==> config.mk <==
export PLATFORM = sky130hd
export DESIGN_NAME = srtk_rank
export DESIGN_NICKNAME = d
export VERILOG_FILES = /design/src/rtl/core/srtk_pkg.sv /design/src/rtl/core/srtk_rank.sv
export SDC_FILE = /design/constraint.sdc
export NUM_CORES = 1
export LEC_CHECK = 0
export CAP_MARGIN = 20
export CELL_PAD_IN_SITES_DETAIL_PLACEMENT = 0
export CELL_PAD_IN_SITES_GLOBAL_PLACEMENT = 1
export CORE_ASPECT_RATIO = 0.8
export CORE_UTILIZATION = 45
export DETAILED_ROUTE_END_ITERATION = 7
export DONT_BUFFER_PORTS = 1
export PLACE_DENSITY_LB_ADDON = 0.25
export SLEW_MARGIN = 20
export SYNTH_ARGS = -nofsm -noshare
export SYNTH_HDL_FRONTEND = slang
export SYNTH_SLANG_ARGS = --single-unit
==> constraint.sdc <==
create_clock -name clk -period 3.49 [get_ports clk]
set_clock_uncertainty 0.05 [all_clocks]
set_input_delay 0.349 -clock clk [delete_from_list [all_inputs] [get_ports clk]]
set_output_delay 0.349 -clock clk [all_outputs]
set_load 0.005 [all_outputs]
==> src/rtl/core/srtk_pkg.sv <==
// Shared types, constants and codes for the scan result top-k table.
`timescale 1ns / 1ps
`default_nettype none
package srtk_pkg;

	localparam int TABLE_ENTRIES = 16;
	localparam int IDX_W = (TABLE_ENTRIES > 1) ? $clog2(TABLE_ENTRIES) : 1;
	localparam int CNT_W = $clog2(TABLE_ENTRIES + 1);
	localparam int RD_IDX_W = 4;
	localparam int CMP_W = (CNT_W > RD_IDX_W) ? CNT_W : RD_IDX_W;

	typedef logic [IDX_W-1:0] idx_t;
	typedef logic [CNT_W-1:0] cnt_t;

	localparam logic OP_INSERT = 1'b0;
	localparam logic OP_READ = 1'b1;

	typedef enum logic [2:0] {
		ST_UPDATED  = 3'd0,
		ST_APPENDED = 3'd1,
		ST_REPLACED = 3'd2,
		ST_DROPPED  = 3'd3,
		ST_READ_OK  = 3'd4
	} status_t;

	typedef enum logic [2:0] {
		S_IDLE,
		S_SEARCH,
		S_DECIDE,
		S_COUNT,
		S_SHIFT,
		S_READ,
		S_FETCH
	} seq_state_t;

	typedef struct packed {
		logic              opcode;
		logic [63:0]       name_word0;
		logic [63:0]       name_word1;
		logic [63:0]       name_word2;
		logic [63:0]       name_word3;
		logic [47:0]       station_mac;
		logic [7:0]        radio_channel;
		logic signed [7:0] signal_strength;
		logic [1:0]        freq_band;
		logic [3:0]        security_kind;
		logic [1:0]        frame_protection;
		logic [3:0]        read_index;
	} cmd_t;

	typedef struct packed {
		logic [2:0]        status;
		logic [4:0]        entry_count;
		logic [63:0]       out_name_word0;
		logic [63:0]       out_name_word1;
		logic [63:0]       out_name_word2;
		logic [63:0]       out_name_word3;
		logic [47:0]       out_mac;
		logic [7:0]        out_channel;
		logic signed [7:0] out_strength;
		logic [1:0]        out_band;
		logic [3:0]        out_security;
		logic [1:0]        out_protection;
	} res_t;

	// One stored network, kept at a fixed slot for its whole life.
	typedef struct packed {
		logic [63:0]       name0;
		logic [63:0]       name1;
		logic [63:0]       name2;
		logic [63:0]       name3;
		logic [47:0]       mac;
		logic [7:0]        channel;
		logic signed [7:0] strength;
		logic [1:0]        band;
		logic [3:0]        security;
		logic [1:0]        protection;
	} entry_t;

	// Move the entry at rank p to rank q and close the gap.
	typedef struct packed {
		logic              en;
		idx_t              p;
		idx_t              q;
		idx_t              slot;
		logic signed [7:0] strength;
	} rank_upd_t;

endpackage
`default_nettype wire

==> src/rtl/core/srtk_rank.sv <==
// Rank list: slot number and strength of each entry in descending strength order.
`timescale 1ns / 1ps
`default_nettype none
module srtk_rank
	import srtk_pkg::*;
(
	input  logic              clk,
	input  rank_upd_t         upd,
	input  idx_t              rd_idx,
	output idx_t              rd_slot,
	output logic signed [7:0] rd_str,
	output idx_t              last_slot,
	output logic signed [7:0] last_str
);

	idx_t              ord_q [TABLE_ENTRIES];
	logic signed [7:0] str_q [TABLE_ENTRIES];
	idx_t              ord_nxt [TABLE_ENTRIES];
	logic signed [7:0] str_nxt [TABLE_ENTRIES];

	assign rd_slot   = ord_q[rd_idx];
	assign rd_str    = str_q[rd_idx];
	assign last_slot = ord_q[TABLE_ENTRIES-1];
	assign last_str  = str_q[TABLE_ENTRIES-1];

	// Each rank takes its own value, a neighbour's, or the moved entry.
	always_comb begin
		for (int i = 0; i < TABLE_ENTRIES; i++) begin
			ord_nxt[i] = ord_q[i];
			str_nxt[i] = str_q[i];
			if (idx_t'(i) == upd.q) begin
				ord_nxt[i] = upd.slot;
				str_nxt[i] = upd.strength;
			end else if (upd.q <= upd.p && idx_t'(i) > upd.q && idx_t'(i) <= upd.p) begin
				ord_nxt[i] = ord_q[(i == 0) ? 0 : i - 1];
				str_nxt[i] = str_q[(i == 0) ? 0 : i - 1];
			end else if (upd.q > upd.p && idx_t'(i) >= upd.p && idx_t'(i) < upd.q) begin
				ord_nxt[i] = ord_q[(i == TABLE_ENTRIES - 1) ? i : i + 1];
				str_nxt[i] = str_q[(i == TABLE_ENTRIES - 1) ? i : i + 1];
			end
		end
	end

	always_ff @(posedge clk) begin
		if (upd.en) begin
			for (int i = 0; i < TABLE_ENTRIES; i++) begin
				ord_q[i] <= ord_nxt[i];
				str_q[i] <= str_nxt[i];
			end
		end
	end

endmodule
`default_nettype wire

==> impl_metrics.csv <==
group,metric,value,unit
sta,rsz0062_at_grt,"no",
floorplan,placementRows,53,
synthesis,synth_top_area_cell,"edfxtp_1",
synthesis,synth_xor_area_share,0,%
sta,setup_slack,1010,ps
finish,insertedDiodeCount,0,
route,highest_layer,"met4",
sta,final_hold_viol_count,0,
cts,cts_buffers,17,
place,place_congestion,0.890,
grt,grt_pass1_wl,53.7,mm
grt,grt.total_usage,26.0,%
route,wl_per_cell,24.3,um
worst_hold_path,hp-start,"upd[7]",
floorplan,die_h,148,um
synthesis,syn_nets,1106,
synthesis,synth_edf_count,192,
sta,fin_tns_setup,0,ps
sta,finalCritPeriodShare,71.1,%
critical_path,cp.arrival,2560,ps
sta,fin_crit,2480,ps
synthesis,synth_seq_cells,192,
finish,final_nets,1067,
synthesis,synth.avg_cell_area,11.1,sq um
synthesis,synth_adder_area_share,0.418,%
sta,max_freq,0.403,GHz
grt,grt-ovfl-total,0,
cts,clkLatencyLatePin,440,ps
critical_path,cp-start-kind,"input port",
critical_path,cp_data_required_time,3570,ps
place,post-place-ws,604,ps
cts,cts.clk_slew.worst_paths,80,ps
floorplan,initial_core_util,45.7,%
route,wl_met2,14.9,mm
sta,maxSlewHeadroom,32.8,%
cts,cts_buffer_depth,2,
finish,fillCellCount,2326,
sta,drv_slew,0,
route,wl_met1,16.3,mm
route,antenna_left,0,
critical_path,regToRegSetupSlack,2380,ps
cts,cts_tree,"built",
finish,syn_to_final_growth,8.11,%
synthesis,syn_inst,1076,
synthesis,synthFlopType,"edfxtp_1",
sta,setup_viol_count_final,0,
critical_path,endpoint_kind,"flip-flop",
sta,finalHoldWorstSlack,72.7,ps
place,portBuffers,0,
critical_path,crit_fanout,15,
synthesis,ys_async_sr_fraction,0,%
synthesis,yosys.area_share.simple,13.1,%
worst_hold_path,hold_end,"str_q[15][7]",
finish,fin_cells,1407,
critical_path,r2r-start,"str_q[6][3]",
finish,post-route-util,49.4,%
sta,worstMarginPinSlew,1010,ps
place,dpl.hpwl,25.2,mm
cts,clock-root-buffer,"clkbuf_16",
worst_hold_path,hp-class,"in -> reg",
synthesis,ys_warn_count,0,
route,routed_wirelength,34.2,mm
finish,post_route_cells_drive_above_1_share,17.2,%
power_and_ir_drop,power_density,445,nW/um^2
floorplan,die-area,27300,sq um
floorplan,die_w,184,um
finish,seq_area,5770,sq um
synthesis,ys_seq_area_share,48.2,%
floorplan,core-area,26200,sq um
cts,postCtsSetupBuffers,0,
cts,hold_buffers,0,
critical_path,rr_worst_depth,1,
synthesis,synthDistinctLibCells,52,
power_and_ir_drop,p_leak,0.00420,uW
synthesis,netlist_area,12000,sq um
floorplan,pin_count,50,
critical_path,crit_type,"in -> reg",
job,max_cap_viol_count,0,
route,wl_met3,2.42,mm
synthesis,yosysTopAreaCellShare,48.2,%
worst_hold_path,min_path_cells,1,
critical_path,reg2reg_to,"str_q[7][3]",
run_status,status,"finished clean",
synthesis,synth_compound_area_share,15.8,%
grt,grt_start_max_net_pins,49,
route,drtPass1Iterations,5,
synthesis,synthTopCellsByCount,"192 x edfxtp_1, 149 x nor2_1, 84 x nand3_1",
power_and_ir_drop,ir_worst_vdd,0.000355,V
grt,grt_pass1_vias,8796,
route,via_per_inst,6.40,
synthesis,synthTopCellsByArea,"edfxtp_1 48%, mux4_2 11%, mux2i_1 5.0%",
synthesis,synth_top_family_by_area,"multiplexers",
place,placedCellCount,1375,
cts,clock_sinks,192,
route,drc,0,
route,vias,8998,
grt,antenna_found_initial,0,
cts,htree_levels,4,
synthesis,yosys.cell_count.top_type,"edfxtp_1",
route,drtIter0Drc,912,
synthesis,synth_mux_area_share,18.6,%
cts,cts.repair.resized,0,
finish,multiInputGateArea,5760,sq um
-- layout make-up --
class,count,area share [%]
clock inverter,15,1.53
sequential,192,44.6
tap,357,3.45
inverter,5,0.145
multi-input combinational,777,44.5
clock buffer,17,3.29
timing repair buffer,44,2.55
-- layer usage --
layer | track usage [%] | up-vias
met4 | 6.67 | 0
met3 | 5.42 | 41
met5 | 0 | -
li1 | - | 4137
met1 | 39.6 | 4470
met2 | 37.5 | 350
-- power by group --
group	switching, uW	internal (uW)	leakage [uW]
clock	965	1160	0.000306
sequential	91.2	2710	0.00176
combinational	477	365	0.00214
total	1530	4230	0.00420
-- state kept, by name (all words and copies together), names as in the netlist --
signal  cells
ord_q      64
str_q     128
-- logic make-up (layout without fill, tap and decap cells) --
logic type                 Yosys count  in the layout
DFF                                192            192
muxes                              144            144
and+or+nand+nor                    329            329
AOI/OAI and AO/OA                  300            300
buffers and inverters              107             81
adders and majority gates            4              4
-- stage by stage --
step                      power (uW)  cell area [sq um]
after floorplan                 3480              12000
after global placement          3670              12300
after detailed placement        3680              12300
after CTS                       5770              12900
after global routing            5950              12900
final                           5760              12900
-- critical path: stages --
cell and delay, ps:
inv_1 50, ha_1 380, a21oi_2 330, nand3_1 130, o21ai_2 790, a31oi_1 80
a21oi_1 190, buf_4 250
-- layout by cell type, fill, tap and decap left out, types with 3 or more instances in the layout --
master,netlist,final
inv_1,5,5
mux2i_1,60,60
ha_1,4,4
nand2_1,21,21
inv_6,0,3
a21oi_1,75,74
edfxtp_1,192,192
nor3_1,4,3
nand2b_1,3,3
a31oi_1,81,81
or2_2,4,4
nand3_1,84,84
nor2_1,149,148
buf_4,7,44
or3_1,3,3
clkbuf_16,0,17
a21oi_2,2,3
and2_1,39,39
nor2b_1,6,6
o21ai_0,78,78
bufinv_16,0,3
o21a_1,3,3
clkinv_4,0,5
a21o_1,3,3
inv_8,0,3
a221o_1,37,37
mux4_2,60,60
and3_1,3,3
mux2_2,24,24
-- worst max-delay path by stage --
stage	slack [ps]	cells past startpoint	startpoint	endpoint
2_1_floorplan	270	10	upd[17]	ord_q[5][0]
3_3_place_gp	630	8	upd[19]	str_q[4][3]
3_5_place_dp	600	8	upd[19]	str_q[4][3]
4_1_cts	1060	8	upd[19]	str_q[4][2]
5_1_grt	840	8	upd[19]	str_q[4][2]
6_report	1010	8	upd[19]	str_q[4][2]
Power figures use the tool's default switching activity.
